<file path="config.mk">
export PLATFORM = sky130hd
export DESIGN_NAME = at_reply_line_and_ipd_parser
export DESIGN_NICKNAME = d
export VERILOG_FILES = /design/src/rtl/arpl_pkg.sv /design/src/rtl/arpl_dpath.sv /design/src/rtl/arpl_ctrl.sv /design/src/rtl/at_reply_line_and_ipd_parser.sv
export VERILOG_INCLUDE_DIRS = /design/src /design/src/rtl
export SDC_FILE = /design/constraint.sdc
export NUM_CORES = 1
export LEC_CHECK = 0
export ABC_AREA = 0
export BUFFER_PORTS_ARGS = -buffer_cell sky130_fd_sc_hd__clkbuf_2
export CAP_MARGIN = 5
export CORE_MARGIN = 5
export CORE_UTILIZATION = 30
export CTS_BUF_LIST = sky130_fd_sc_hd__clkbuf_8
export DETAILED_ROUTE_END_ITERATION = 16
export GPL_ROUTABILITY_DRIVEN = 0
export PLACE_DENSITY = 0.49
export SYNTH_ARGS = -nofsm -noshare
export SYNTH_HDL_FRONTEND = slang
export SYNTH_SLANG_ARGS = --single-unit
</file>
<file path="constraint.sdc">
create_clock -name clk -period 7.6 [get_ports clk]
set_input_delay 0.76 -clock clk [delete_from_list [all_inputs] [get_ports clk]]
set_output_delay 0.76 -clock clk [all_outputs]
set_load 0.005 [all_outputs]
</file>
<file path="src/rtl/at_reply_line_and_ipd_parser_macros.svh">
// Assertion macros shared by the reply-line parser RTL.
`ifndef AT_REPLY_LINE_AND_IPD_PARSER_MACROS_SVH
`define AT_REPLY_LINE_AND_IPD_PARSER_MACROS_SVH
`ifndef SYNTHESIS
`define ARPL_ASSERT_NOW(lbl, ante, cons, msg) \
	lbl: assert property (@(posedge clk) disable iff (!arst_n) (ante) |-> (cons)) \
		else $error(msg);
`define ARPL_ASSERT_NEXT(lbl, ante, cons, msg) \
	lbl: assert property (@(posedge clk) disable iff (!arst_n) (ante) |=> (cons)) \
		else $error(msg);
`else
`define ARPL_ASSERT_NOW(lbl, ante, cons, msg)
`define ARPL_ASSERT_NEXT(lbl, ante, cons, msg)
`endif
`endif

</file>
<file path="src/rtl/arpl_pkg.sv">
// Shared types, constants and helpers of the reply-line and IPD parser.
package arpl_pkg;

	localparam int LINE_LEN  = 32;
	localparam int IDX_W     = $clog2(LINE_LEN);
	localparam int CNT_W     = $clog2(LINE_LEN + 1);
	localparam int READY_LEN = 5;
	localparam int IPD_MIN   = 4;

	localparam logic [1:0] KIND_LINE = 2'd0;
	localparam logic [1:0] KIND_PAY  = 2'd1;
	localparam logic [1:0] KIND_MARK = 2'd2;

	localparam logic [7:0] CH_TAB   = 8'h09;
	localparam logic [7:0] CH_LF    = 8'h0A;
	localparam logic [7:0] CH_CR    = 8'h0D;
	localparam logic [7:0] CH_SP    = 8'h20;
	localparam logic [7:0] CH_PLUS  = 8'h2B;
	localparam logic [7:0] CH_ZERO  = 8'h30;
	localparam logic [7:0] CH_NINE  = 8'h39;
	localparam logic [7:0] CH_COLON = 8'h3A;
	localparam logic [7:0] CH_GT    = 8'h3E;
	localparam logic [7:0] CH_I     = 8'h49;
	localparam logic [7:0] CH_P     = 8'h50;
	localparam logic [7:0] CH_D     = 8'h44;

	typedef struct packed {
		logic push;
		logic flush;
		logic ipd_take;
		logic load_pay;
		logic dec_left;
		logic load_marker;
		logic rd;
		logic load_line;
	} arpl_cmd_t;

	typedef struct packed {
		logic eol;
		logic blank;
		logic plus;
		logic gt;
		logic colon;
		logic go_push;
		logic go_hold;
		logic ipd_hit;
		logic size_zero;
		logic left_zero;
		logic pay_last;
		logic em_last;
		logic out_free;
	} arpl_sts_t;

	function automatic logic [7:0] ready_char(input logic [2:0] i);
		logic [7:0] c;
		case (i)
			3'd0: c = 8'h72;
			3'd1: c = 8'h65;
			3'd2: c = 8'h61;
			3'd3: c = 8'h64;
			3'd4: c = 8'h79;
			default: c = 8'h00;
		endcase
		return c;
	endfunction

endpackage

</file>
<file path="src/rtl/arpl_dpath.sv">
// Datapath: line store, incremental line checks, number parser, output register.
`include "at_reply_line_and_ipd_parser_macros.svh"
module arpl_dpath import arpl_pkg::*; (
	input  logic       clk,
	input  logic       arst_n,
	input  logic [7:0] rx_byte,
	input  arpl_cmd_t  cmd,
	output arpl_sts_t  sts,
	input  logic       out_stall,
	output logic       out_valid,
	output logic [1:0] kind,
	output logic [7:0] out_byte,
	output logic [7:0] conn_id,
	output logic       last
);

	typedef enum logic [4:0] {
		P_SEEK_ID = 5'b00001,
		P_ID      = 5'b00010,
		P_SEEK_SZ = 5'b00100,
		P_SZ      = 5'b01000,
		P_DONE    = 5'b10000
	} phase_t;

	logic [7:0]       mem [LINE_LEN];
	logic [7:0]       rd_q;
	logic [CNT_W-1:0] wi_q, trim_q, len_q;
	logic [IDX_W-1:0] em_idx_q;
	logic             rm_q, ipd_q, ready_seen_q;
	phase_t           phase_q, phase_d;
	logic [7:0]       id_acc_q, id_d, pid_q;
	logic [15:0]      sz_acc_q, sz_d, left_q;
	logic             valid_q, last_q;
	logic [1:0]       kind_q;
	logic [7:0]       byte_q, cid_q;

	logic             wrap, is_dig, is_blank, rm_d, ipd_d;
	logic             gate_push, gate_hold, em_last, load_any;
	logic [3:0]       dig;
	logic [IDX_W-1:0] wp;
	logic [CNT_W-1:0] wi_d, trim_d;
	logic [11:0]      id_mul;
	logic [19:0]      sz_mul;
	logic [7:0]       id_sat;
	logic [15:0]      sz_sat;

	assign is_dig   = (rx_byte >= CH_ZERO) && (rx_byte <= CH_NINE);
	assign dig      = rx_byte[3:0];
	assign is_blank = (rx_byte == CH_SP) || (rx_byte == CH_TAB);
	assign wrap     = wi_q >= CNT_W'(LINE_LEN);
	assign wp       = wrap ? '0 : wi_q[IDX_W-1:0];
	assign wi_d     = CNT_W'(wp) + CNT_W'(1);
	assign trim_d   = is_blank ? ((wp == '0) ? '0 : trim_q) : wi_d;

	assign id_mul = 12'({id_acc_q, 3'b000}) + 12'({id_acc_q, 1'b0}) + 12'(dig);
	assign sz_mul = 20'({sz_acc_q, 3'b000}) + 20'({sz_acc_q, 1'b0}) + 20'(dig);
	assign id_sat = (id_mul > 12'd255) ? 8'hFF : id_mul[7:0];
	assign sz_sat = (sz_mul > 20'd65535) ? 16'hFFFF : sz_mul[15:0];

	always_comb begin
		if (wp == '0) begin
			rm_d = (rx_byte == ready_char(3'd0));
		end else if (wp < IDX_W'(READY_LEN)) begin
			rm_d = rm_q && (rx_byte == ready_char(wp[2:0]));
		end else begin
			rm_d = rm_q;
		end
	end

	always_comb begin
		if (wp == '0) begin
			ipd_d = 1'b1;
		end else if (wp == IDX_W'(1)) begin
			ipd_d = (rx_byte == CH_I);
		end else if (wp == IDX_W'(2)) begin
			ipd_d = ipd_q && (rx_byte == CH_P);
		end else if (wp == IDX_W'(3)) begin
			ipd_d = ipd_q && (rx_byte == CH_D);
		end else begin
			ipd_d = ipd_q;
		end
	end

	// number scan: first stored byte is skipped, a non-digit ends a number
	always_comb begin
		phase_d = phase_q;
		id_d    = id_acc_q;
		sz_d    = sz_acc_q;
		if (wp == '0) begin
			phase_d = P_SEEK_ID;
		end else begin
			case (phase_q)
				P_SEEK_ID: begin
					if (is_dig) begin
						phase_d = P_ID;
						id_d    = {4'b0000, dig};
					end
				end
				P_ID: begin
					if (is_dig) id_d = id_sat;
					else phase_d = P_SEEK_SZ;
				end
				P_SEEK_SZ: begin
					if (is_dig) begin
						phase_d = P_SZ;
						sz_d    = {12'h000, dig};
					end
				end
				P_SZ: begin
					if (is_dig) sz_d = sz_sat;
					else phase_d = P_DONE;
				end
				P_DONE: phase_d = P_DONE;
				default: phase_d = P_SEEK_ID;
			endcase
		end
	end

	assign gate_push = (trim_d >= CNT_W'(READY_LEN)) && rm_d;
	assign gate_hold = (trim_q >= CNT_W'(READY_LEN)) && rm_q;
	assign em_last   = (CNT_W'(em_idx_q) + CNT_W'(1)) == len_q;
	assign load_any  = cmd.load_pay || cmd.load_marker || cmd.load_line;

	always_comb begin
		sts.eol       = (rx_byte == CH_CR) || (rx_byte == CH_LF);
		sts.blank     = is_blank;
		sts.plus      = rx_byte == CH_PLUS;
		sts.gt        = rx_byte == CH_GT;
		sts.colon     = rx_byte == CH_COLON;
		sts.go_push   = (trim_d != '0) && (ready_seen_q || gate_push);
		sts.go_hold   = (trim_q != '0) && (ready_seen_q || gate_hold);
		sts.ipd_hit   = (wi_d >= CNT_W'(IPD_MIN)) && ipd_d && (phase_d == P_DONE);
		sts.size_zero = sz_d == '0;
		sts.left_zero = left_q == '0;
		sts.pay_last  = left_q == 16'd1;
		sts.em_last   = em_last;
		sts.out_free  = !valid_q || !out_stall;
	end

	always_ff @(posedge clk or negedge arst_n) begin
		if (!arst_n) begin
			wi_q         <= '0;
			trim_q       <= '0;
			len_q        <= '0;
			em_idx_q     <= '0;
			rm_q         <= 1'b0;
			ipd_q        <= 1'b0;
			ready_seen_q <= 1'b0;
			phase_q      <= P_SEEK_ID;
			pid_q        <= '0;
			left_q       <= '0;
			valid_q      <= 1'b0;
		end else begin
			if (cmd.push) begin
				rm_q    <= rm_d;
				ipd_q   <= ipd_d;
				phase_q <= phase_d;
			end
			if (cmd.flush || cmd.ipd_take) begin
				wi_q   <= '0;
				trim_q <= '0;
			end else if (cmd.push) begin
				wi_q   <= wi_d;
				trim_q <= trim_d;
			end
			if (cmd.flush) begin
				len_q        <= cmd.push ? trim_d : trim_q;
				ready_seen_q <= ready_seen_q || (cmd.push ? gate_push : gate_hold);
				em_idx_q     <= '0;
			end
			if (cmd.ipd_take) begin
				pid_q  <= id_d;
				left_q <= sz_d;
			end
			if (cmd.dec_left) left_q <= left_q - 16'd1;
			if (cmd.load_line) em_idx_q <= em_idx_q + IDX_W'(1);
			if (load_any) valid_q <= 1'b1;
			else if (!out_stall) valid_q <= 1'b0;
		end
	end

	always_ff @(posedge clk) begin
		if (cmd.push) begin
			mem[wp]  <= rx_byte;
			id_acc_q <= id_d;
			sz_acc_q <= sz_d;
		end
		if (cmd.rd) rd_q <= mem[em_idx_q];
	end

	always_ff @(posedge clk) begin
		if (cmd.load_pay) begin
			kind_q <= KIND_PAY;
			byte_q <= rx_byte;
			cid_q  <= pid_q;
			last_q <= left_q == 16'd1;
		end else if (cmd.load_marker) begin
			kind_q <= KIND_MARK;
			byte_q <= '0;
			cid_q  <= id_d;
			last_q <= 1'b1;
		end else if (cmd.load_line) begin
			kind_q <= KIND_LINE;
			byte_q <= rd_q;
			cid_q  <= '0;
			last_q <= em_last;
		end
	end

	assign out_valid = valid_q;
	assign kind      = kind_q;
	assign out_byte  = byte_q;
	assign conn_id   = cid_q;
	assign last      = last_q;

	`ARPL_ASSERT_NOW(a_wi_range, 1'b1, wi_q <= CNT_W'(LINE_LEN), "write index past line length")
	`ARPL_ASSERT_NOW(a_rd_in_line, cmd.rd, CNT_W'(em_idx_q) < len_q, "line read past length")
	`ARPL_ASSERT_NOW(a_dec_live, cmd.dec_left, left_q != '0, "payload count underflow")

endmodule

</file>
<file path="src/rtl/arpl_ctrl.sv">
// Controller: parse mode and line emission sequencer.
`include "at_reply_line_and_ipd_parser_macros.svh"
module arpl_ctrl import arpl_pkg::*; (
	input  logic      clk,
	input  logic      arst_n,
	input  logic      in_valid,
	output logic      in_stall,
	input  arpl_sts_t sts,
	output arpl_cmd_t cmd
);

	typedef enum logic [3:0] {
		M_IDLE    = 4'b0001,
		M_LINE    = 4'b0010,
		M_PLUS    = 4'b0100,
		M_PAYLOAD = 4'b1000
	} mode_t;

	typedef enum logic [2:0] {
		S_ACCEPT = 3'b001,
		S_READ   = 3'b010,
		S_LOAD   = 3'b100
	} seq_t;

	mode_t mode_q, mode_d;
	seq_t  seq_q, seq_d;
	logic  acc;

	assign in_stall = !((seq_q == S_ACCEPT) && sts.out_free);
	assign acc      = in_valid && !in_stall;

	always_comb begin
		mode_d = mode_q;
		seq_d  = seq_q;
		cmd    = '0;
		case (seq_q)
			S_ACCEPT: begin
				if (acc) begin
					case (mode_q)
						M_PAYLOAD: begin
							if (sts.left_zero) begin
								mode_d = M_IDLE;
							end else begin
								cmd.load_pay = 1'b1;
								cmd.dec_left = 1'b1;
								if (sts.pay_last) mode_d = M_IDLE;
							end
						end
						M_IDLE: begin
							if (!sts.eol && !sts.blank) begin
								cmd.push = 1'b1;
								if (sts.plus) begin
									mode_d = M_PLUS;
								end else if (sts.gt) begin
									cmd.flush = 1'b1;
									if (sts.go_push) seq_d = S_READ;
								end else begin
									mode_d = M_LINE;
								end
							end
						end
						M_LINE: begin
							if (sts.eol) begin
								cmd.flush = 1'b1;
								mode_d    = M_IDLE;
								if (sts.go_hold) seq_d = S_READ;
							end else begin
								cmd.push = 1'b1;
							end
						end
						M_PLUS: begin
							if (sts.eol) begin
								cmd.flush = 1'b1;
								mode_d    = M_IDLE;
								if (sts.go_hold) seq_d = S_READ;
							end else begin
								cmd.push = 1'b1;
								if (sts.colon) begin
									if (sts.ipd_hit) begin
										cmd.ipd_take = 1'b1;
										if (sts.size_zero) begin
											cmd.load_marker = 1'b1;
											mode_d          = M_IDLE;
										end else begin
											mode_d = M_PAYLOAD;
										end
									end else begin
										mode_d = M_LINE;
									end
								end
							end
						end
						default: mode_d = M_IDLE;
					endcase
				end
			end
			S_READ: begin
				cmd.rd = 1'b1;
				seq_d  = S_LOAD;
			end
			S_LOAD: begin
				if (sts.out_free) begin
					cmd.load_line = 1'b1;
					seq_d         = sts.em_last ? S_ACCEPT : S_READ;
				end
			end
			default: seq_d = S_ACCEPT;
		endcase
	end

	always_ff @(posedge clk or negedge arst_n) begin
		if (!arst_n) begin
			mode_q <= M_IDLE;
			seq_q  <= S_ACCEPT;
		end else begin
			mode_q <= mode_d;
			seq_q  <= seq_d;
		end
	end

	`ARPL_ASSERT_NOW(a_emit_from_idle, seq_q != S_ACCEPT, mode_q == M_IDLE, "emit outside idle")
	`ARPL_ASSERT_NOW(a_cmd_excl, cmd.flush, !cmd.ipd_take && !cmd.load_pay && !cmd.load_marker, "flush overlaps payload command")
	`ARPL_ASSERT_NEXT(a_read_then_load, seq_q == S_READ, seq_q == S_LOAD, "read not followed by load")

endmodule

</file>
<file path="src/rtl/at_reply_line_and_ipd_parser.sv">
// Top level: modem reply-line collector and IPD payload extractor.
// Payload beats and the empty marker reach the output in the cycle after the input beat.
// From the first line starting with ready on, each line is emitted after its terminating
// beat, byte by byte (store read, then output register load); input is stalled meanwhile
// and while the output is held. Line store is a 32-entry memory with one read port.
// Asynchronous active-low reset clears all control state; no store clearing pass.
module at_reply_line_and_ipd_parser import arpl_pkg::*; (
	input  logic       clk,
	input  logic       arst_n,
	input  logic       in_valid,
	output logic       in_stall,
	input  logic [7:0] rx_byte,
	output logic       out_valid,
	input  logic       out_stall,
	output logic [1:0] kind,
	output logic [7:0] out_byte,
	output logic [7:0] conn_id,
	output logic       last
);

	arpl_cmd_t cmd;
	arpl_sts_t sts;

	arpl_ctrl u_ctrl (
		.clk      (clk),
		.arst_n   (arst_n),
		.in_valid (in_valid),
		.in_stall (in_stall),
		.sts      (sts),
		.cmd      (cmd)
	);

	arpl_dpath u_dpath (
		.clk       (clk),
		.arst_n    (arst_n),
		.rx_byte   (rx_byte),
		.cmd       (cmd),
		.sts       (sts),
		.out_stall (out_stall),
		.out_valid (out_valid),
		.kind      (kind),
		.out_byte  (out_byte),
		.conn_id   (conn_id),
		.last      (last)
	);

endmodule
</file>
## Word level (Yosys, flattened, before mapping)

Memories as Yosys holds them, arrays and structs flattened. A register that Yosys moved wholly into a read port is not among the register bits.
Cells that the tools add are included.
W data, S select, Z words.

- Flip-flop bits (word level): 106
- Memory bits (writable): 256
- Bits of input ports: 12
- Output and inout port bits: 21
- Memories kept: 1

- Add/sub/neg operators: 8
- $lt $le $gt $ge: 9
- Eq/ne operators: 49
- Muxes and demuxes: 96
- Reduce and logical (&&, ||, !) cells: 41

Memories:

| name | words | width | rd ports | clocked after Yosys merged registers in | write ports | line | source |
|---|---|---|---|---|---|---|---|
| u_dpath.mem | 32 | 8 | 1 | 1 | 1 | arpl_dpath.sv:25 | `logic [7:0] mem [LINE_LEN];` |

Operators with widths:

| operator | number |
|---|---|
| $mux W16 | 6 |
| $mux W8 | 12 |
| $mux W6 | 8 |
| $mux W4 | 10 |
| $mux W5 | 8 |
| $pmux W7 S5 | 1 |
| $eq A8 B6 Y1 const B | 4 |
| $eq A8 B7 Y1 const B | 4 |
| $logic_not A16 Y1 | 2 |
| $pmux W16 S2 | 1 |
| $mux W1 | 30 |
| $pmux W5 S5 | 1 |
| $eq A8 B4 Y1 const B | 3 |
| $mux W3 | 8 |
| $ne A3 B3 Y1 const B | 8 |
| $add A19 B17 Y20 | 1 |
| $add A20 B4 Y20 | 1 |
| $gt A20 B16 Y1 const B | 1 |
| $ge A6 B3 Y1 const B | 3 |
| $eq A16 B1 Y1 const B | 1 |
| $pmux W4 S4 | 1 |
| $pmux W8 S2 | 1 |
| $sub A16 B1 Y16 const B | 1 |
| $eq A5 B2 Y1 const B | 3 |
| other kinds (39) | 84 |

## Logic depth before layout (Yosys ltp)

Gate-level depths: netlist of the first run.

- Depth in word-level cells: 20
- Mapped depth: 15

## Hierarchy

Synthesis of the first run repeated with hierarchy kept, for this count alone.

- Cell total of the unflattened synthesis: 1400
- Area, all modules: 17914.7 um2

By module, submodules not included:

| module | instances | cells an instance | area each (um2) | seq. area each (um2) |
|---|---|---|---|---|
| arpl_dpath | 1 | 1330 | 17291.6 | 10601.4 |
| arpl_ctrl | 1 | 70 | 623.1 | 177.7 |

## Least setup slack after synthesis of the first run

Ideal clock, no wire load.

- Kind: input-to-reg
- From: in rx_byte[3]
- To: reg u_dpath.cid_q[0], in the netlist u_dpath.conn_id[0], enable pin
- Setup time: 0.376 ns
- Arrival time: 4.667 ns
- Data required time: 7.224 ns
- Slack: 2.557 ns
- Cell stages on the path: 14
- Path buffers: 2
- Path through: buf_2 inv_1 fa_1 inv_1 fa_1 a211oi_1 o211ai_1 o2bb2ai_1 or3_1 a32oi_4 a31oi_2 or4_1 buf_6 nand3_1

- Cells in the longest elaborated chain, start to end: 15
- Elaborated cells on any way between the ends: 41
- Classes of those cells: add/sub (1); order compare (3); eq/ne (7); mux (22); reduce/logical (8)

Ends and longest elaborated chain:

| item | line | source |
|---|---|---|
| start, declared | at_reply_line_and_ipd_parser.sv:12 | `input logic [7:0] rx_byte,` |
| $add A20 B4 Y20 | arpl_dpath.sv:56 | `assign sz_mul = 20'({sz_acc_q, 3'b000}) + 20'({sz_acc_q, 1'b0}) + 20'(dig);` |
| $gt A20 B16 Y1 | arpl_dpath.sv:58 | `assign sz_sat = (sz_mul > 20'd65535) ? 16'hFFFF : sz_mul[15:0];` |
| $mux W16 | arpl_dpath.sv:58 |  |
| $mux W16 | arpl_dpath.sv:110 | `if (is_dig) sz_d = sz_sat;` |
| $pmux W16 S2 (*) | arpl_dpath.sv:92 | `case (phase_q)` |
| $mux W16 (*) | arpl_dpath.sv:89 | `if (wp == '0) begin` |
| via u_dpath.sz_d[3] | arpl_dpath.sv:32 | `logic [15:0] sz_acc_q, sz_d, left_q;` |
| $logic_not A16 Y1 (*) | arpl_dpath.sv:133 | `sts.size_zero = sz_d == '0;` |
| $mux W1 (*) | arpl_ctrl.sv:81 | `if (sts.size_zero) begin` |
| $mux W1 (*) | arpl_ctrl.sv:79 | `if (sts.ipd_hit) begin` |
| $mux W1 (*) | arpl_ctrl.sv:78 | `if (sts.colon) begin` |
| $mux W1 (*) | arpl_ctrl.sv:72 | `if (sts.eol) begin` |
| $mux W1 (*) | arpl_ctrl.sv:39 | `case (mode_q)` |
| $mux W6 (*) | arpl_ctrl.sv:38 | `if (acc) begin` |
| $mux W6 (*) | arpl_ctrl.sv:36 | `case (seq_q)` |
| $reduce_bool A3 Y1 (no line) (*) | n/a |  |
| end signal, assigned | arpl_dpath.sv:195 | `cid_q <= pid_q;` |
| end signal, assigned | arpl_dpath.sv:200 | `cid_q <= id_d;` |
| end, declared | arpl_dpath.sv:35 | `logic [7:0] byte_q, cid_q;` |

Mark *: on every way through the listed nets, which the timed path passes. The rest lies on a longest branch.
A chain may end at the register's enable or synchronous reset.

## Worst setup path in the final report of the first run

- From: reg u_dpath.sz_acc_q[2]
- To: reg u_dpath.byte_q[3], in the netlist u_dpath.out_byte[3], enable pin

- Cells in the longest elaborated chain, start to end: 16
- Elaborated cells on any way between the ends: 17
- Classes of those cells: add/sub (2); order compare (1); mux (12); reduce/logical (2)

Ends and longest elaborated chain:

| item | line | source |
|---|---|---|
| start, declared | arpl_dpath.sv:32 |  |
| start signal, assigned | arpl_dpath.sv:186 | `sz_acc_q <= sz_d;` |
| $add A19 B17 Y20 (*) | arpl_dpath.sv:56 |  |
| $add A20 B4 Y20 (*) | arpl_dpath.sv:56 |  |
| $gt A20 B16 Y1 | arpl_dpath.sv:58 |  |
| $mux W16 (*) | arpl_dpath.sv:58 |  |
| $mux W16 (*) | arpl_dpath.sv:110 |  |
| $pmux W16 S2 (*) | arpl_dpath.sv:92 |  |
| $mux W16 (*) | arpl_dpath.sv:89 |  |
| via u_dpath.sz_d[3] | arpl_dpath.sv:32 |  |
| $logic_not A16 Y1 (*) | arpl_dpath.sv:133 |  |
| $mux W1 (*) | arpl_ctrl.sv:81 |  |
| $mux W1 (*) | arpl_ctrl.sv:79 |  |
| $mux W1 (*) | arpl_ctrl.sv:78 |  |
| $mux W1 (*) | arpl_ctrl.sv:72 |  |
| $mux W1 (*) | arpl_ctrl.sv:39 |  |
| $mux W6 (*) | arpl_ctrl.sv:38 |  |
| $mux W6 (*) | arpl_ctrl.sv:36 |  |
| $reduce_bool A3 Y1 (no line) (*) | n/a |  |
| end signal, assigned | arpl_dpath.sv:194 | `byte_q <= rx_byte;` |
| end signal, assigned | arpl_dpath.sv:204 | `byte_q <= rd_q;` |
| end, declared | arpl_dpath.sv:35 |  |

Marks and branches as above.

==> results of run 1 <==
==> power groups by stage <==
stage / Combinational [uW] / Sequential, uW / Clock, uW
global placement: 1620 / 2520 / 0
finish: 1640 / 2480 / 1580
floorplan: 1230 / 2440 / 0
detailed placement: 1640 / 2520 / 0
CTS: 1640 / 2480 / 1630
global route: 1820 / 2500 / 1730
==> synth_stat cells, drive strengths merged, types with 5 or more instances <==
master,number
mux4,80
a21o,7
edfxtp,305
o221ai,6
a22oi,8
nand2,110
a211o,5
nor2b,12
a21boi,5
nor3,33
nand3b,6
inv,43
a211oi,7
and2,11
clkbuf,43
mux2i,5
or3,10
dfrtp,60
xnor2,10
o21a,8
a31oi,25
o31ai,8
nand3,34
or4,7
nor4,10
o21ai,82
mux2,14
a22o,7
and3,6
buf,17
nand2b,11
ha,55
o22ai,5
a21oi,56
nor3b,10
nand4,8
o211ai,9
nor2,102
xor2,17
==> per-stage QoR <==
step	cells	setup WS (ns)	hold WS [ns]	cell area (um^2)	power [uW]
final	2187	2.134	0.3151	20010	5703
after global placement	2082	1.759	0.4622	18940	4143
after global routing	2187	1.757	0.3827	20010	6044
after floorplan	1313	2.557	0.4497	17880	3677
after detailed placement	2082	1.664	0.4697	18940	4160
after CTS	2187	2.150	0.3044	20010	5755
==> worst register-to-register path: stages, from the launching register on <==
cell      delay, ns
edfxtp_1       0.47
inv_1          0.11
fa_1           0.49
inv_1          0.07
fa_1           0.48
a211oi_1       0.39
o21ai_0        0.26
nor4_1         0.31
a311oi_1       0.11
a32oi_4        0.44
a31oi_2        0.23
or4_1          0.86
nand3_1        0.85
==> flip-flops by register name (all words and copies together), names as in the netlist <==
register and flops:
u_dpath.mem 256, u_dpath.left_q 16, u_dpath.sz_acc_q 16, u_dpath.conn_id 8
u_dpath.id_acc_q 8, u_dpath.out_byte 8, u_dpath.pid_q 8, u_dpath.rd_q 8
u_dpath.len_q 6, u_dpath.trim_q 6, u_dpath.wi_q 6, u_dpath.em_idx_q 5
u_dpath.phase_q 5, u_ctrl.mode_q 4, u_ctrl.seq_q 3, u_dpath.kind 2
u_dpath.ipd_q 1, u_dpath.last 1, u_dpath.out_valid 1, u_dpath.ready_seen_q 1
u_dpath.rm_q 1
==> cell type report <==
cell class                 instances  area share (%)
clock buffer                      60           4.128
timing repair buffer              56           1.701
inverter                          44          0.8255
clock inverter                    45           1.188
sequential                       370           53.90
tap                              773           4.834
multi-input combinational        839           33.42
==> cell usage in the layout, fill, tap and decap left out, drive strengths merged, types with 11 or more instances in the layout <==
cell type / count
buf: 25
ha: 55
nand2: 110
mux2: 14
clkbuf: 91
nor2: 102
o21ai: 82
a31oi: 25
dfrtp: 60
nor2b: 12
nor3: 33
edfxtp: 305
mux4: 80
and2: 11
nand2b: 11
a21oi: 56
inv: 67
nand3: 34
clkinv: 19
xor2: 17
==> final timing paths <==
path / startpoint / endpoint / slack, ns / cells past startpoint
hold reg to reg: u_dpath.pid_q[2]$_DFFE_PN0P_ / u_dpath.pid_q[2]$_DFFE_PN0P_ / 0.48 / 2
setup reg to reg: u_dpath.sz_acc_q[2]$_DFFE_PP_ / u_dpath.out_byte[3]$_DFFE_PP_ / 2.13 / 12
min in group clk: out_stall / u_dpath.out_valid$_DFFE_PN0P_ / 0.43 / 3
hold / removal: arst_n / u_dpath.pid_q[4]$_DFFE_PN0P_ / 0.32 / 2
setup / recovery: u_dpath.sz_acc_q[2]$_DFFE_PP_ / u_dpath.out_byte[3]$_DFFE_PP_ / 2.13 / 12
max in group asynchronous: arst_n / u_dpath.em_idx_q[0]$_DFFE_PN0P_ / 6.60 / 2
==> kinds of logic after synthesis <==
family | count (synthesis) | share of synthesized area [%]
and+or+nand+nor | 382 | 10.30
DFF | 370 | 60.30
AOI/OAI and AO/OA | 270 | 10.07
buffers and inverters | 104 | 2.359
muxes | 99 | 11.24
adders and majority gates | 61 | 4.410
xor gates and xnor gates | 27 | 1.323
==> per-layer routing <==
layer  part of all wire (%)  vias up  routed length [um]  global-route usage (%)
li1                       -     5231                   -                       -
met1                     47     5809               21760                   20.88
met4                    2.3        0                1057                   4.081
met2                     45      279               20940                   21.94
met3                    5.0       72                2324                   2.344
met5                      0        -                   0                       0
==> results.cfg, run 1 <==
[outcome]
status = complete, no violations

[drt]
postRouteAntennaNets = 0
vias_per_cell = 5.209
route.detailed.drc = 0
routedWlPerCell_um = 21.07
drtIter0Drc = 1005
wirelength_mm = 46.09
vias = 11390
first_pass_iters = 5

[die]
die_x_um = 254.1
core_mm2 = 0.05902
fp.dieH_um = 254.1
die-area_mm2 = 0.06457
initial_core_util_pct = 30.29
rows = 89
ioPinCount = 33

[synthesis]
synth_top_area_share_pct = 51.24
yosysUniqueCellTypes = 82
async_flop_share_pct = 17.03
synth.net_count = 1384
synth_edf_count = 305
syn_avg_cell_area_um2 = 13.61
seq_area_frac_synth_pct = 60.30
synth_cells = 1313
yosys.area.top_type = edfxtp_1
synth_ff_type = edfxtp_1
synthesis.area_mm2 = 0.01788
yosysWarnings = 0
ys_top_cells_by_area = edfxtp_1 (51%), mux4_2 (10%), dfrtp_1 (8.4%)
synth-seq-cells = 370

[power]
clock_power_share_pct = 27.7
p_leak_uw = 0.006990
swShare_pct = 34.58
pwr-share-seq_pct = 43.5
p_per_area_mw_per_mm2 = 285.0
ir_worst_vdd_mv = 0.1131
power.switching_uw = 1972
p_comb_share_pct = 28.8
intPower_uw = 3731

[clock_network]
cts_root_buf = clkbuf_8
path_clk_slew_ns = 0.06
cts_resized = 0
post_cts_buffers = 0
clock_path_buffers = 3
cts_hold_buffers = 0
numCtsBuffers = 59
cts_tree = built
cts_htree_levels = 2
cts.sinks = 370
clk_latency_ns = 0.67

[grt]
antenna_found_initial = 0
gr-total-overflow = 0
grt_max_degree = 68
grt_pass1_wl_mm = 71.14
grt_pass1_vias = 11580
grt_use_total_pct = 14.23

[timing]
setup_tns_ns = 0
period_needed_ns = 5.466
finClkSkew_ns = 0.03307
finalMaxSlewViolations = 0
hold_violations = 0
fmax_ghz = 0.1829
finalSetupViolCount = 0
max_slew_margin_pct = 24.82
rsz0062_at_grt = false
period_share_pct = 71.92
worst_slew_pin_slew_ns = 1.118

[critical_path]
cp.buffers_inverters = 2
arrival_ns = 5.73
path_class = reg2reg
cpPeakStageDelay_ns = 0.86
crit_fanout = 17
crit_family = simple AND/OR/NAND/NOR gates
cp_cell_sequence = inv_1, fa_1, inv_1, fa_1, a211oi_1, o21ai_0, nor4_1, a311oi_1, a32oi_4, a31oi_2, or4_1, nand3_1
startpoint_type = flip-flop
crit_required_ns = 7.86
endpoint_kind = flip-flop
cp_slowest_cell = or4_1

[finish]
area_delta_synth_final_pct = 11.92
regArea_mm2 = 0.01078
num-fill-cells = 5835
multi_input_area_mm2 = 0.006686
utilization_pct = 33.90
fin_nets = 1441
drive_above_1_share_pct = 17.82
diodes = 0

[place]
numPortBuffers = 32
place_hpwl_mm = 31.03

[hold_path]
hp-class = in2async

[run]
cap_violations = 0
Note: power is estimated with default switching activity, not from simulation.
==> run 2: changes to the inputs <==
--- a/config.mk
+++ b/config.mk
@@ -6,7 +6,7 @@
 export SDC_FILE = /design/constraint.sdc
 export NUM_CORES = 1
 export LEC_CHECK = 0
-export ABC_AREA = 0
+export ABC_AREA = 1
 export BUFFER_PORTS_ARGS = -buffer_cell sky130_fd_sc_hd__clkbuf_2
 export CAP_MARGIN = 5
 export CORE_MARGIN = 5
==> constraint.sdc (replaced) <==
create_clock -name clk -period 5.65 [get_ports clk]
set_input_delay 0.565 -clock clk [delete_from_list [all_inputs] [get_ports clk]]
set_output_delay 0.565 -clock clk [all_outputs]
set_load 0.005 [all_outputs]
==> run 2 against run 1 <==
Effect of this change: fmax increased by 24%; area after synthesis increased by 2.1%; largest cell class unchanged; non-clock buffer count increased by 3; critical path type unchanged; first-iteration DRC count up 10%; utilization increased by 0.17 points.
==> results.cfg, run 2 <==
[finish]
design_area_mm2 = 0.02056
diodes = 0
fin_nets = 1953
final_common_cell = edfxtp_1
num-fill-cells = 6132
top_register = u_dpath.mem
drive_above_1_share_pct = 12.23
largest_register_ff_count = 256
top_regs = u_dpath.mem: 256 flops, u_dpath.left_q: 16 flops, u_dpath.sz_acc_q: 16 flops
mostFrequentLayoutCells = edfxtp_1 (305), nand2_1 (300), nor2_1 (289)
area_delta_synth_final_pct = 12.69

[synthesis]
synth_ff_type = edfxtp_1
seq_area_frac_synth_pct = 59.07
synth_edf_count = 305
synth_most_common_cell = edfxtp_1
synth_cells = 1831
syn_avg_cell_area_um2 = 9.967
yosysWarnings = 0
synth.net_count = 1902
synth_common_cells = edfxtp_1 (305), nand2_1 (300), nor2_1 (289), o21ai_0 (211), inv_1 (135)
yosysUniqueCellTypes = 59
ys_top_cells_by_area = edfxtp_1 (50%), dfrtp_1 (8.2%), nand2_1 (6.2%)
async_flop_share_pct = 17.03
synthesis.area_mm2 = 0.01825
synth-seq-cells = 370
yosys.area.top_type = edfxtp_1
synth_top_area_share_pct = 50.19

[clock_network]
clock_path_buffers = 3
cts_htree_levels = 3
cts.sinks = 370
path_clk_slew_ns = 0.07
cts_resized = 0
numCtsBuffers = 67
cts_tree = built
clk_latency_ns = 0.63
cts_root_buf = clkbuf_8

[grt]
grt_use_total_pct = 15.27
grt_pass1_vias = 13110
grt_max_degree = 71
antenna_found_initial = 0
grt_pass1_wl_mm = 79.29
gr-total-overflow = 0

[die]
fp.dieH_um = 256.6
ioPinCount = 33
rows = 90
core_mm2 = 0.06036
initial_core_util_pct = 30.23
die-area_mm2 = 0.06586
die_x_um = 256.6

[drt]
first_pass_iters = 7
vias = 13510
vias_per_cell = 4.983
route.detailed.drc = 0
postRouteAntennaNets = 0
route.met2.wl_mm = 22.21
routedWlPerCell_um = 18.96
wirelength_met1_mm = 25.44
top_layer = met4
route.met3.wl_mm = 2.730
wirelength_mm = 51.42
drtIter0Drc = 1110

[place]
numPortBuffers = 32
place_hpwl_mm = 33.18
placed_area_mm2 = 0.01927
place_ws_ns = 0.6949

[critical_path]
cp_slowest_cell = nand3_1
crit_required_ns = 5.90
crit_fanout = 17
cp_cell_sequence = inv_1, fa_1, inv_1, fa_1, nand2_1, nand2_1, nand3_1, nand2_2, nand2_2, nand2_1, nand2_1, nand2_2, nor2_8, nand2_4, o21ai_1, nand2_1, nor2_1, nand2_1, nor2_4, nand4_4, nand3_1
cpPeakStageDelay_ns = 0.72
cpMostUsedCell = nand2_1
path_class = reg2reg
startpoint_type = flip-flop
endpoint_kind = flip-flop
arrival_ns = 4.67

[hold_path]
hp-class = in2async

[power]
p_leak_uw = 0.007886
ir_worst_vdd_mv = 0.3302
p_per_area_mw_per_mm2 = 460.7
power_uw = 9474

[timing]
worst_slew_pin_slew_ns = 0.9474
max_slew_margin_pct = 36.61
period_share_pct = 78.33
finalSetupViolCount = 0
hold_violations = 0
setup_tns_ns = 0
period_needed_ns = 4.426
finalMaxSlewViolations = 0
finClkSkew_ns = 0.02479
fmax_ghz = 0.2260
rsz0062_at_grt = false
fin_ws_ns = 1.224

[outcome]
status = complete, no violations

[run]
cap_violations = 0
==> run 2: worst max-delay path, delay by kind of cell, from the launching register on <==
family | cells | cell delay (ns)
simple gates | 16 | 2.36
fa+ha+maj | 2 | 0.93
flops | 1 | 0.41
buf+inv | 2 | 0.16
compound gates | 1 | 0.16
==> run 2: worst paths after layout <==
path                                          startpoint                         endpoint  slack, ns  cells past startpoint
setup / recovery           u_dpath.sz_acc_q[2]$_DFFE_PP_     u_dpath.conn_id[1]$_DFFE_PP_       1.22                     21
hold / removal                                    arst_n    u_dpath.left_q[5]$_DFFE_PN0P_       0.35                      2
setup reg to reg           u_dpath.sz_acc_q[2]$_DFFE_PP_     u_dpath.conn_id[1]$_DFFE_PP_       1.22                     21
hold reg to reg             u_dpath.pid_q[7]$_DFFE_PN0P_     u_dpath.pid_q[7]$_DFFE_PN0P_       0.48                      2
max in group asynchronous                         arst_n  u_dpath.em_idx_q[0]$_DFFE_PN0P_       4.17                      3
min in group clk                               out_stall    u_dpath.out_valid$_DFFE_PN0P_       0.37                      3
==> run 2: timing repair <==
action | 4_1_cts | 5_1_grt
buffers inserted | 0 | 0
hold buffers | 1 | 0
hold endpoints to repair | 10 | 0
==> run 2: power breakdown <==
group          internal, uW  switching (uW)  total, uW
Sequential             3210             177       3390
Combinational          1080            2520       3600
Clock                  1340            1150       2490
==> run 2: through the flow <==
stage          util (%)  hold WS (ns)  instances
6_report          34.07        0.3535       2712
4_1_cts           34.06        0.3015       2711
3_3_place_gp      31.92        0.4622       2593
5_1_grt           34.07        0.3240       2712
2_1_floorplan         -        0.2694       1831
3_5_place_dp      31.92        0.4659       2593
==> run 2: metal layers <==
layer | global-route usage [%] | up-vias
met5 | 0 | -
met4 | 3.803 | 0
met3 | 2.952 | 87
met2 | 22.87 | 359
met1 | 22.83 | 6569
li1 | - | 6498
==> run 2: area by class of cell <==
cell class	count	area, um^2	area share (%)
clock buffers	70	963.4	4.685
clock inverters	47	319.1	1.551
inverters	153	581.8	2.829
multi-input cells	1231	6575	31.97
flip-flops and latches	370	10780	52.44
well taps	782	978.4	4.758
repair buffers	59	362.8	1.764
==> run 2: logic make-up (layout without fill, tap and decap cells) <==
logic type | after synthesis | after routing | share of synthesized area (%)
buffers and inverters | 230 | 329 | 4.957
and+or+nand+nor | 747 | 747 | 17.81
muxes | 2 | 2 | 0.1097
AOI/OAI and AO/OA | 400 | 400 | 12.75
adders and majority gates | 59 | 59 | 4.210
DFF | 370 | 370 | 59.07
xor gates and xnor gates | 23 | 23 | 1.104
==> run 3: changes to the inputs <==
==> constraint.sdc (replaced) <==
create_clock -name clk -period 4.48 [get_ports clk]
set_input_delay 0.448 -clock clk [delete_from_list [all_inputs] [get_ports clk]]
set_output_delay 0.448 -clock clk [all_outputs]
set_load 0.005 [all_outputs]
==> run 3 against run 2 <==
Effect of this change: non-clock buffer count increased by 27; register-to-register slack got worse by 0.67 ns; routed wire length increased by 1.3%; via count increased by 1.0%; total power increased by 25%; clock skew increased by 0.0040 ns; global-route usage increased by 0.14 points; worst setup slack got worse by 0.67 ns; sequential cell count unchanged; die area unchanged; clock power increased by 18%; critical endpoint is now u_dpath.last$_DFFE_PP_.
==> results.cfg, run 3 (same netlist as run 2, synthesis figures left out) <==
[die]
fp.dieH_um = 256.6
core_mm2 = 0.06036
initial_core_util_pct = 30.23
die-area_mm2 = 0.06586
die_x_um = 256.6
ioPinCount = 33
rows = 90

[critical_path]
cp_slowest_cell = fa_1
cp.buffers_inverters = 3
rr_worst_depth = 22
arrival_ns = 4.26
crit_fanout = 13
setup.worst_path.start = u_dpath.sz_acc_q[0]$_DFFE_PP_
regToRegStartpoint = u_dpath.sz_acc_q[0]$_DFFE_PP_
r2r_end = u_dpath.last$_DFFE_PP_
crit_family = simple AND/OR/NAND/NOR gates
path_class = reg2reg
startpoint_type = flip-flop
cp_cell_sequence = inv_1, fa_1, inv_1, fa_1, nand2_1, nand2_1, nand3_1, nand2_2, nand2_2, nand2_1, nand2_1, nand2_2, nor2_8, nand2_4, o21ai_2, nand2_1, nor2_1, nand2_1, nor2_2, nand4_4, nand3_1, buf_12
endpoint_kind = flip-flop
cpPeakStageDelay_ns = 0.50
crit_required_ns = 4.82
cpMostUsedCell = nand2_1
r2r_setup_slack_ns = 0.56

[timing]
finClkSkew_ns = 0.02877
finalMaxSlewViolations = 0
finalSetupViolCount = 0
fin_ws_ns = 0.5572
rsz0062_at_grt = false
worst_slew_pin_slew_ns = 0.9918
hold_violations = 0
period_needed_ns = 3.923
setup_tns_ns = 0
fmax_ghz = 0.2549
max_slew_margin_pct = 33.37
period_share_pct = 87.56
hold_slack_ns = 0.2346

[power]
ir_worst_vdd_mv = 0.3653
p_per_area_mw_per_mm2 = 570.5
p_leak_uw = 0.007993

[drt]
route.met2.wl_mm = 22.60
wirelength_met1_mm = 25.51
top_layer = met4
vias_per_cell = 4.990
drtIter0Drc = 1084
routedWlPerCell_um = 19.03
route.detailed.drc = 0
wirelength_mm = 52.07
route.met3.wl_mm = 3.034
vias = 13650
first_pass_iters = 5
postRouteAntennaNets = 0

[finish]
num-fill-cells = 6174
mostFrequentLayoutCells = edfxtp_1 (305), nand2_1 (300), nor2_1 (289)
fin_nets = 1979
design_area_mm2 = 0.02071
final_common_cell = edfxtp_1
diodes = 0
top_regs = u_dpath.mem: 256 flops, u_dpath.left_q: 16 flops, u_dpath.sz_acc_q: 16 flops
area_delta_synth_final_pct = 13.50
drive_above_1_share_pct = 13.36
utilization_pct = 34.32
top_register = u_dpath.mem
largest_register_ff_count = 256

[clock_network]
cts.sinks = 370
cts_tree = built
numCtsBuffers = 66
cts_resized = 0
clock_path_buffers = 3
cts_root_buf = clkbuf_8
cts_htree_levels = 3
clk_latency_ns = 0.63
path_clk_slew_ns = 0.06

[place]
numPortBuffers = 32
place_hpwl_mm = 34.34
placed_area_mm2 = 0.01951
place_ws_ns = 0.2395

[grt]
grt_use_total_pct = 15.41
grt_pass1_wl_mm = 79.99
grt_max_degree = 134
grt_pass1_vias = 13260
antenna_found_initial = 0
gr-total-overflow = 0

[hold_path]
worstHoldEndpoint = u_dpath.mem[3][2]$_DFFE_PP_
hold_path.startpoint = rx_byte[2]
min_path_cells = 1
hp-class = in2reg

[run]
cap_violations = 0

[outcome]
status = complete, no violations
-- run 3: timing repair --
item	4_1_cts	5_1_grt
hold endpoints to repair	29	0
hold buffers	1	0
buffers inserted	0	0
-- run 3: worst max-delay path by stage --
stage	end	slack, ns	cells past startpoint
after floorplan	u_dpath.conn_id[0]$_DFFE_PP_	0.59	24
final	u_dpath.last$_DFFE_PP_	0.56	22
after detailed placement	u_dpath.conn_id[6]$_DFFE_PP_	0.24	23
after global placement	u_dpath.conn_id[6]$_DFFE_PP_	0.28	23
after global routing	u_dpath.last$_DFFE_PP_	0.24	24
after CTS	u_dpath.last$_DFFE_PP_	0.51	22
-- run 3: per-stage QoR --
| step | power, uW | cells |
|---|---|---|
| finish | 11820 | 2736 |
| global route | 12640 | 2736 |
| CTS | 11900 | 2736 |
| detailed placement | 8932 | 2621 |
| global placement | 8917 | 2621 |
| floorplan | 7392 | 1831 |
-- run 3: power by group --
group          internal (uW)  total [uW]  leakage (uW)  switching, uW
clock network           1510        2930      0.000682           1420
registers               4050        4270       0.00353            228
logic                   1400        4610       0.00378           3210
total                   6950       11800       0.00799           4860
-- run 3: metal layers --
| layer | vias up | GRT usage, % |
|---|---|---|
| met5 | - | 0 |
| met4 | 0 | 3.624 |
| met3 | 67 | 3.473 |
| met2 | 365 | 22.95 |
| met1 | 6684 | 22.94 |
| li1 | 6538 | - |
-- run 3: layout make-up --
cell class | instances | area, um^2 | share of cell area, %
flip-flops and latches | 370 | 10780 | 52.07
multi-input cells | 1231 | 6570 | 31.72
well taps | 782 | 978.4 | 4.724
clock buffers | 70 | 963.4 | 4.651
repair buffers | 86 | 605.6 | 2.924
inverters | 153 | 581.8 | 2.809
clock inverters | 44 | 229.0 | 1.105
